<file path="src/design/bpld_pkg.sv">
`timescale 1ns / 1ps
`default_nettype none

package bpld_pkg;

   localparam int unsigned TickWidth      = 8;
   localparam int unsigned CsrIndexWidth  = 3;
   localparam int unsigned PhaseCodeWidth = 3;
   // longest chain in one tick: release debounce, idle, press debounce, pressed, long
   localparam int unsigned PassLimit      = 5;

   typedef enum logic [4:0] {
      PH_IDLE    = 5'b00001,
      PH_PDEB    = 5'b00010,
      PH_PRESSED = 5'b00100,
      PH_LONG    = 5'b01000,
      PH_RDEB    = 5'b10000
   } phase_type;

   localparam logic [PhaseCodeWidth-1:0] PHASE_CODE_IDLE    = 3'd0;
   localparam logic [PhaseCodeWidth-1:0] PHASE_CODE_PDEB    = 3'd1;
   localparam logic [PhaseCodeWidth-1:0] PHASE_CODE_PRESSED = 3'd2;
   localparam logic [PhaseCodeWidth-1:0] PHASE_CODE_LONG    = 3'd3;
   localparam logic [PhaseCodeWidth-1:0] PHASE_CODE_RDEB    = 3'd4;

   typedef enum logic [CsrIndexWidth-1:0] {
      CSR_ACTIVE_LEVEL      = 3'd0,
      CSR_DEBOUNCE_TICKS    = 3'd1,
      CSR_LONG_PRESS_TICKS  = 3'd2,
      CSR_REPEAT_TICKS      = 3'd3,
      CSR_PRESS_ENABLE      = 3'd4,
      CSR_LONG_PRESS_ENABLE = 3'd5,
      CSR_RELEASE_ENABLE    = 3'd6
   } csr_index_type;

   typedef struct packed {
      logic                 active_level;
      logic [TickWidth-1:0] debounce_ticks;
      logic [TickWidth-1:0] long_press_ticks;
      logic [TickWidth-1:0] repeat_ticks;
      logic                 press_enable;
      logic                 long_press_enable;
      logic                 release_enable;
   } cfg_type;

   typedef struct packed {
      logic                      press_event;
      logic                      long_press_event;
      logic                      release_event;
      logic [PhaseCodeWidth-1:0] phase_code;
   } rsp_type;

   function automatic logic [PhaseCodeWidth-1:0] phase_code_of(input phase_type ph);
      logic [PhaseCodeWidth-1:0] code;
      unique case (ph)
         PH_PDEB:    code = PHASE_CODE_PDEB;
         PH_PRESSED: code = PHASE_CODE_PRESSED;
         PH_LONG:    code = PHASE_CODE_LONG;
         PH_RDEB:    code = PHASE_CODE_RDEB;
         default:    code = PHASE_CODE_IDLE;
      endcase
      return code;
   endfunction

endpackage

`default_nettype wire

</file>
<file path="src/design/bpld_req_if.sv">
`timescale 1ns / 1ps
`default_nettype none

interface bpld_req_if;
   logic valid;
   logic ready;
   logic pin_level;

   modport source (output valid, output pin_level, input ready);
   modport sink (input valid, input pin_level, output ready);
endinterface

`default_nettype wire

</file>
<file path="src/design/bpld_rsp_if.sv">
`timescale 1ns / 1ps
`default_nettype none

interface bpld_rsp_if import bpld_pkg::*; ();
   logic                      valid;
   logic                      ready;
   logic                      press_event;
   logic                      long_press_event;
   logic                      release_event;
   logic [PhaseCodeWidth-1:0] phase_code;

   modport source (
      output valid, output press_event, output long_press_event,
      output release_event, output phase_code, input ready
   );
   modport sink (
      input valid, input press_event, input long_press_event,
      input release_event, input phase_code, output ready
   );
endinterface

`default_nettype wire

</file>
<file path="src/design/bpld_csr_if.sv">
`timescale 1ns / 1ps
`default_nettype none

interface bpld_csr_if import bpld_pkg::*; ();
   logic                     valid;
   logic                     ready;
   logic [CsrIndexWidth-1:0] index;
   logic [TickWidth-1:0]     wdata;

   modport source (output valid, output index, output wdata, input ready);
   modport sink (input valid, input index, input wdata, output ready);
endinterface

`default_nettype wire

</file>
<file path="src/design/button_press_long_press_detector.sv">
`timescale 1ns / 1ps
`default_nettype none

// Button poller: every req word is one poll tick with the sampled pin level, and
// every tick gives exactly one rsp word with press, long-press and release flags
// (each gated by its enable) plus the phase reached after the tick. A new word is
// taken every cycle while the output is not stalled; a word's result passes
// through an input register and a result register, and the phase chain of one tick
// is settled combinationally between them. Debounce, long-press and repeat limits
// are latched when a phase is entered, so writes reach the count at the next phase
// entry; active level and the repeat-off check act at once. The csr port is always
// ready; write it only while no word is in flight. Unknown register indexes are
// ignored.
module button_press_long_press_detector import bpld_pkg::*; (
   input  logic              clock,
   input  logic              reset,
   bpld_req_if.sink          req_bus,
   bpld_rsp_if.source        rsp_bus,
   bpld_csr_if.sink          csr_bus
);

   cfg_type cfg;
   rsp_type core_rsp;
   rsp_type rsp_word_ff, rsp_word_in;
   logic    in_valid_ff, in_valid_in;
   logic    pin_ff, pin_in;
   logic    rsp_valid_ff, rsp_valid_in;
   logic    advance;
   logic    req_take;

   assign csr_bus.ready = 1'b1;

   bpld_csr u_csr (
      .clock    (clock),
      .reset    (reset),
      .wr_en    (csr_bus.valid),
      .wr_index (csr_bus.index),
      .wr_data  (csr_bus.wdata),
      .cfg      (cfg)
   );

   assign advance       = in_valid_ff & (~rsp_valid_ff | rsp_bus.ready);
   assign req_bus.ready = ~in_valid_ff | advance;
   assign req_take      = req_bus.valid & req_bus.ready;

   always_comb begin
      in_valid_in = in_valid_ff;
      if (req_take) begin
         in_valid_in = 1'b1;
      end else if (advance) begin
         in_valid_in = 1'b0;
      end
   end

   assign pin_in = req_take ? req_bus.pin_level : pin_ff;

   bpld_core u_core (
      .clock     (clock),
      .reset     (reset),
      .step      (advance),
      .pin_level (pin_ff),
      .cfg       (cfg),
      .result    (core_rsp)
   );

   always_comb begin
      rsp_valid_in = rsp_valid_ff;
      if (advance) begin
         rsp_valid_in = 1'b1;
      end else if (rsp_bus.ready) begin
         rsp_valid_in = 1'b0;
      end
   end

   assign rsp_word_in = advance ? core_rsp : rsp_word_ff;

   always_ff @(posedge clock) begin
      if (reset) begin
         in_valid_ff  <= 1'b0;
         rsp_valid_ff <= 1'b0;
      end else begin
         in_valid_ff  <= in_valid_in;
         rsp_valid_ff <= rsp_valid_in;
      end
   end

   always_ff @(posedge clock) begin
      pin_ff      <= pin_in;
      rsp_word_ff <= rsp_word_in;
   end

   assign rsp_bus.valid            = rsp_valid_ff;
   assign rsp_bus.press_event      = rsp_word_ff.press_event;
   assign rsp_bus.long_press_event = rsp_word_ff.long_press_event;
   assign rsp_bus.release_event    = rsp_word_ff.release_event;
   assign rsp_bus.phase_code       = rsp_word_ff.phase_code;

endmodule

`default_nettype wire

</file>
<file path="src/design/bpld_csr.sv">
`timescale 1ns / 1ps
`default_nettype none

module bpld_csr import bpld_pkg::*; (
   input  logic                     clock,
   input  logic                     reset,
   input  logic                     wr_en,
   input  logic [CsrIndexWidth-1:0] wr_index,
   input  logic [TickWidth-1:0]     wr_data,
   output cfg_type                  cfg
);

   cfg_type cfg_ff, cfg_in;

   always_comb begin
      cfg_in = cfg_ff;
      if (wr_en) begin
         unique case (csr_index_type'(wr_index))
            CSR_ACTIVE_LEVEL:      cfg_in.active_level      = wr_data[0];
            CSR_DEBOUNCE_TICKS:    cfg_in.debounce_ticks    = wr_data;
            CSR_LONG_PRESS_TICKS:  cfg_in.long_press_ticks  = wr_data;
            CSR_REPEAT_TICKS:      cfg_in.repeat_ticks      = wr_data;
            CSR_PRESS_ENABLE:      cfg_in.press_enable      = wr_data[0];
            CSR_LONG_PRESS_ENABLE: cfg_in.long_press_enable = wr_data[0];
            CSR_RELEASE_ENABLE:    cfg_in.release_enable    = wr_data[0];
            default:               cfg_in = cfg_ff;
         endcase
      end
   end

   always_ff @(posedge clock) begin
      if (reset) begin
         cfg_ff <= '0;
      end else begin
         cfg_ff <= cfg_in;
      end
   end

   assign cfg = cfg_ff;

endmodule

`default_nettype wire

</file>
<file path="src/design/bpld_core.sv">
`timescale 1ns / 1ps
`default_nettype none

module bpld_core import bpld_pkg::*; (
   input  logic    clock,
   input  logic    reset,
   input  logic    step,
   input  logic    pin_level,
   input  cfg_type cfg,
   output rsp_type result
);

   typedef struct packed {
      phase_type            phase;
      logic [TickWidth-1:0] count;
      logic [TickWidth-1:0] limit;
   } ctx_type;

   ctx_type ctx_ff, ctx_in, ctx_walk;
   logic    held;
   logic    again;
   logic    ev_press;
   logic    ev_long;
   logic    ev_release;

   assign held = (pin_level == cfg.active_level);

   // phase changes chain within one tick until a phase waits
   always_comb begin
      ctx_walk   = ctx_ff;
      again      = 1'b1;
      ev_press   = 1'b0;
      ev_long    = 1'b0;
      ev_release = 1'b0;
      for (int step_idx = 0; step_idx < PassLimit; step_idx++) begin
         if (again) begin
            again = 1'b0;
            unique case (ctx_walk.phase)
               PH_PDEB: begin
                  if (ctx_walk.count >= ctx_walk.limit) begin
                     ctx_walk.phase = PH_PRESSED;
                     ctx_walk.count = '0;
                     ctx_walk.limit = cfg.long_press_ticks;
                     again          = 1'b1;
                  end else begin
                     ctx_walk.count = ctx_walk.count + 1'b1;
                  end
               end
               PH_PRESSED: begin
                  if (!held) begin
                     ctx_walk.phase = PH_RDEB;
                     ctx_walk.count = '0;
                     ctx_walk.limit = cfg.debounce_ticks;
                     ev_release     = 1'b1;
                     again          = 1'b1;
                  end else if (ctx_walk.count >= ctx_walk.limit) begin
                     ctx_walk.phase = PH_LONG;
                     ctx_walk.count = '0;
                     ctx_walk.limit = cfg.repeat_ticks;
                     ev_long        = 1'b1;
                     again          = 1'b1;
                  end else begin
                     ctx_walk.count = ctx_walk.count + 1'b1;
                  end
               end
               PH_LONG: begin
                  if (!held) begin
                     ctx_walk.phase = PH_RDEB;
                     ctx_walk.count = '0;
                     ctx_walk.limit = cfg.debounce_ticks;
                     ev_release     = 1'b1;
                     again          = 1'b1;
                  end else if (cfg.repeat_ticks != '0) begin
                     if (ctx_walk.count >= ctx_walk.limit) begin
                        ctx_walk.count = '0;
                        ev_long        = 1'b1;
                     end else begin
                        ctx_walk.count = ctx_walk.count + 1'b1;
                     end
                  end
               end
               PH_RDEB: begin
                  if (ctx_walk.count >= ctx_walk.limit) begin
                     ctx_walk.phase = PH_IDLE;
                     again          = 1'b1;
                  end else begin
                     ctx_walk.count = ctx_walk.count + 1'b1;
                  end
               end
               default: begin
                  if (held) begin
                     ctx_walk.phase = PH_PDEB;
                     ctx_walk.count = '0;
                     ctx_walk.limit = cfg.debounce_ticks;
                     ev_press       = 1'b1;
                     again          = 1'b1;
                  end
               end
            endcase
         end
      end
   end

   assign ctx_in = step ? ctx_walk : ctx_ff;

   always_ff @(posedge clock) begin
      if (reset) begin
         ctx_ff.phase <= PH_IDLE;
         ctx_ff.count <= '0;
         ctx_ff.limit <= '0;
      end else begin
         ctx_ff <= ctx_in;
      end
   end

   assign result.press_event      = ev_press & cfg.press_enable;
   assign result.long_press_event = ev_long & cfg.long_press_enable;
   assign result.release_event    = ev_release & cfg.release_enable;
   assign result.phase_code       = phase_code_of(ctx_walk.phase);

`ifndef NO_ASSERTIONS
   a_phase_onehot: assert property (@(posedge clock) disable iff (reset)
      $onehot(ctx_ff.phase))
      else $error("phase register lost its one-hot code");

   a_hold_without_step: assert property (@(posedge clock) disable iff (reset)
      !step |=> $stable(ctx_ff))
      else $error("phase state moved without a word");

   a_press_lands_held: assert property (@(posedge clock) disable iff (reset)
      (step && ev_press) |-> (held && (ctx_walk.phase == PH_PDEB
         || ctx_walk.phase == PH_PRESSED || ctx_walk.phase == PH_LONG)))
      else $error("press event without a held phase");

   a_release_lands_free: assert property (@(posedge clock) disable iff (reset)
      (step && ev_release) |-> (!held && (ctx_walk.phase == PH_RDEB
         || ctx_walk.phase == PH_IDLE)))
      else $error("release event without a released phase");

   a_long_lands_long: assert property (@(posedge clock) disable iff (reset)
      (step && ev_long) |-> (ctx_walk.phase == PH_LONG))
      else $error("long-press event outside the long phase");
`endif

endmodule

`default_nettype wire

</file>
<file path="src/flat_wrapper.sv">
// flat-port wrapper written by rule: the top's interface ports become plain ports
module button_press_long_press_detector_flat import bpld_pkg::*;
  (clock, reset, req_bus_valid, req_bus_pin_level, req_bus_ready, rsp_bus_valid, rsp_bus_press_event, rsp_bus_long_press_event, rsp_bus_release_event, rsp_bus_phase_code, rsp_bus_ready, csr_bus_valid, csr_bus_index, csr_bus_wdata, csr_bus_ready);
  bpld_req_if req_bus_i ();
  bpld_rsp_if rsp_bus_i ();
  bpld_csr_if csr_bus_i ();
  input  logic clock;
  input  logic reset;
  input wire logic [$bits(req_bus_i.valid)-1:0] req_bus_valid;
  input wire logic [$bits(req_bus_i.pin_level)-1:0] req_bus_pin_level;
  output wire logic [$bits(req_bus_i.ready)-1:0] req_bus_ready;
  output wire logic [$bits(rsp_bus_i.valid)-1:0] rsp_bus_valid;
  output wire logic [$bits(rsp_bus_i.press_event)-1:0] rsp_bus_press_event;
  output wire logic [$bits(rsp_bus_i.long_press_event)-1:0] rsp_bus_long_press_event;
  output wire logic [$bits(rsp_bus_i.release_event)-1:0] rsp_bus_release_event;
  output wire logic [$bits(rsp_bus_i.phase_code)-1:0] rsp_bus_phase_code;
  input wire logic [$bits(rsp_bus_i.ready)-1:0] rsp_bus_ready;
  input wire logic [$bits(csr_bus_i.valid)-1:0] csr_bus_valid;
  input wire logic [$bits(csr_bus_i.index)-1:0] csr_bus_index;
  input wire logic [$bits(csr_bus_i.wdata)-1:0] csr_bus_wdata;
  output wire logic [$bits(csr_bus_i.ready)-1:0] csr_bus_ready;
  assign req_bus_i.valid = req_bus_valid;
  assign req_bus_i.pin_level = req_bus_pin_level;
  assign req_bus_ready = req_bus_i.ready;
  assign rsp_bus_valid = rsp_bus_i.valid;
  assign rsp_bus_press_event = rsp_bus_i.press_event;
  assign rsp_bus_long_press_event = rsp_bus_i.long_press_event;
  assign rsp_bus_release_event = rsp_bus_i.release_event;
  assign rsp_bus_phase_code = rsp_bus_i.phase_code;
  assign rsp_bus_i.ready = rsp_bus_ready;
  assign csr_bus_i.valid = csr_bus_valid;
  assign csr_bus_i.index = csr_bus_index;
  assign csr_bus_i.wdata = csr_bus_wdata;
  assign csr_bus_ready = csr_bus_i.ready;
  button_press_long_press_detector u_core (.clock(clock), .reset(reset), .req_bus(req_bus_i), .rsp_bus(rsp_bus_i), .csr_bus(csr_bus_i));
endmodule
</file>
<file path="config.mk">
export PLATFORM = sky130hd
export DESIGN_NAME = button_press_long_press_detector_flat
export DESIGN_NICKNAME = d
export VERILOG_FILES = /design/src/design/bpld_pkg.sv /design/src/design/bpld_req_if.sv /design/src/design/bpld_rsp_if.sv /design/src/design/bpld_csr_if.sv /design/src/design/button_press_long_press_detector.sv /design/src/design/bpld_csr.sv /design/src/design/bpld_core.sv /design/src/flat_wrapper.sv
export SDC_FILE = /design/constraint.sdc
export NUM_CORES = 1
export LEC_CHECK = 0
export BUFFER_PORTS_ARGS = -buffer_cell sky130_fd_sc_hd__buf_2
export CORE_UTILIZATION = 25
export CTS_CLUSTER_DIAMETER = 80
export DETAILED_ROUTE_END_ITERATION = 16
export PLACE_DENSITY = 0.49
export SYNTH_ARGS = -nofsm -noshare
export SYNTH_HDL_FRONTEND = slang
export SYNTH_SLANG_ARGS = --single-unit
</file>
<file path="constraint.sdc">
create_clock -name clock -period 9.7 [get_ports clock]
set_input_delay 1.94 -clock clock [delete_from_list [all_inputs] [get_ports clock]]
set_output_delay 1.94 -clock clock [all_outputs]
set_load 0.05 [all_outputs]
</file>
==> out/metrics.cfg <==
[power_and_ir_drop]
power_density_nw_per_um2=120.9
p_leak_nw=3.723
power_mw=1.099
peakVddDrop_v=0.00008280

[floorplan]
dieWidth_um=161.3
die_h_um=161.3
initial_core_util_pct=25.79
rows=57
coreArea_um2=24600
io_pins=26
dieArea_um2=26020

[logic_synthesis]
synth.most_common_cell=nand2_1
syn_area_um2=6345
ys_seq_area_share_pct=19.40
yosys.area.top_type_share_pct=16.09
ys.flop_type=dfxtp_1
yosys-top-cells-area=dfxtp_1, ha_1, nand2_1, a21oi_1, nor2_1
synthTopCellsByCount=nand2_1, nor2_1, a21oi_1
ys_async_sr_fraction_pct=0
yosys.area_share.xor_xnor_pct=1.223
synth-seq-cells=58
synthSimpleGateAreaFrac_pct=26.60
synthCells=871
synth_nets=938
postSynthAreaPerCell_um2=7.285
synth_compound_area_share_pct=35.73
synthMuxAreaShare_pct=2.209
synth_cell_types=91
synth_edf_count=7
yosys_warnings=0
synth_top_cell_by_area=dfxtp_1
synth_top_family_by_area=compound AO/OA/AOI/OAI gates
yosys.area_share.adder_pct=10.04

[timing]
finalHoldViolCount=0
period_needed_ns=9.514
setup_slack_ns=0.1863
fin_crit_sh_pct=98.08
worstMarginPinSlew_ns=0.7366
finClkSkew_ns=0.01045
drv_slew=0
fmax_ghz=0.1051
slew_headroom_pct=50.89
rsz0062_at_grt=yes
finalSetupViolCount=0

[grt]
grt_overflow=0
grt_max_degree=54
antenna_found_initial=0
grt_pass1_wl_um=43680
grtUsageTotal_pct=22.27
grt_pass1_vias=7091

[placed_design]
pre_cts_ws_ns=-0.3201
gp_congestion=1.039
portBuffers=24
dp_hpwl_um=23080

[clocking]
cts.sinks=58
cts_buffers=9
clkSlewWorstSetupHoldPaths_ns=0.06
clock_latency_ns=0.34
cts_tree=yes
hold_buffers=0
clockBufferDepth=2
cts_max_level=3
cts_root_buffer=clkbuf_16

[flow_run]
maxCapViolCount=0

[routing]
wl_per_cell_um=21.21
ant_nets=0
drc=0
drt-initial-drc-count=965
via_per_inst=5.615
drt_wl_total_um=29500
first_pass_iters=6
num_vias=7810

[finish]
drive_above_1_share_pct=34.77
area_delta_synth_final_pct=43.23
diodes=0
nNetsFinal=1129
largest_reg_flops=28
final_core_util_pct=36.93

[setup_path]
worst_r2r_startpoint=u_core.u_core.ctx_ff[19]
r2r-end=u_core.u_core.ctx_ff[10]
path_class=reg2reg
endpoint=u_core.u_core.ctx_ff[10]
cp-startpoint=u_core.u_core.ctx_ff[19]
critPathMaxStageDelay_ns=0.50
start_kind=flip-flop
slowest_stage=dfxtp_1
worstPathRequired_ns=9.97
crit_path_end_kind=flip-flop
worstPathMaxFanout=8
ff2ff_setup_slack_ns=0.19
rr_worst_depth=53
critPathArrivalTime_ns=9.79

[run_status]
status=completed

[hold_path]
min_path_cells=2
worstHoldPathType=reg2reg

[power by group]
group	switching, mW	internal [mW]	total [mW]
Sequential	0.00956	0.252	0.262
Clock	0.124	0.202	0.326
Combinational	0.293	0.217	0.511
Total	0.427	0.672	1.10
[layer usage]
layer  GRT usage (%)  wire length [um]  part of all wire, %
met5               0                 0                    0
met3           4.931              2362                  8.0
met2           34.37             12760                   43
met4           9.949              1426                  4.8
met1           29.53             12950                   44
[metrics by stage]
stage	setup TNS, ns	cell area (um2)	hold WS [ns]	instances
2_1_floorplan	0	6410	0.4491	871
3_3_place_gp	-0.9093	8105	0.4841	1355
3_5_place_dp	-0.9443	8105	0.4988	1355
4_1_cts	0	8566	0.5125	1380
5_1_grt	-1.243	9087	0.5360	1391
6_report	0	9087	0.5038	1391
[cell usage in the layout (no fill, tap or decap), types with 24 or more instances in the layout]
| cell | count |
|---|---|
| dfxtp_1 | 46 |
| a21oi_1 | 65 |
| ha_1 | 47 |
| buf_2 | 24 |
| nand2_1 | 105 |
| o21ai_0 | 32 |
| and2_1 | 26 |
| buf_4 | 190 |
| o21ai_1 | 25 |
| nor2_1 | 91 |
[timing repair]
item | in CTS | in global routing
resized for setup | 26 | 96
pin swaps | 10 | 54
setup endpoints to repair | 3 | 3
buffers inserted | 9 | 10
gates cloned | 0 | 1
[cells by family after synthesis]
group                    after synthesis
AO/OA/AOI/OAI                        323
XOR/XNOR                               8
adder cells (fa/ha/maj)               51
buffers and inverters                 71
flip-flops                            58
multiplexers                          14
other                                  1
AND/OR/NAND/NOR                      345
[critical path: cells and delay by family, from the launching register on]
| family | cells | cell delay, ns |
|---|---|---|
| compound gates | 27 | 4.55 |
| fa+ha+maj | 4 | 1.20 |
| buf+inv | 10 | 1.43 |
| flops | 1 | 0.50 |
| simple gates | 12 | 1.72 |
[final cells by class]
| class | instances | area (um2) |
|---|---|---|
| clock buffers | 13 | 281.5 |
| clock inverters | 3 | 20.02 |
| fillers | 2562 | 15520 |
| inverters | 28 | 107.6 |
| multi-input cells | 742 | 5344 |
| flip-flops and latches | 58 | 1237 |
| well taps | 324 | 405.4 |
| repair buffers | 223 | 1692 |
[worst min-delay path by stage]
stage	from	endpoint	slack (ns)
after detailed placement	u_core.u_csr.cfg[0]	u_core.u_csr.cfg[0]	0.50
final	u_core.u_csr.cfg[0]	u_core.u_csr.cfg[0]	0.50
after CTS	u_core.u_csr.cfg[0]	u_core.u_csr.cfg[0]	0.51
after global routing	u_core.u_csr.cfg[2]	u_core.u_csr.cfg[2]	0.54
after global placement	u_core.u_csr.cfg[0]	u_core.u_csr.cfg[0]	0.48
after floorplan	u_core.u_core.ctx_ff[1]	u_core.u_core.ctx_ff[1]	0.45
(Power assumes the default switching activity.)
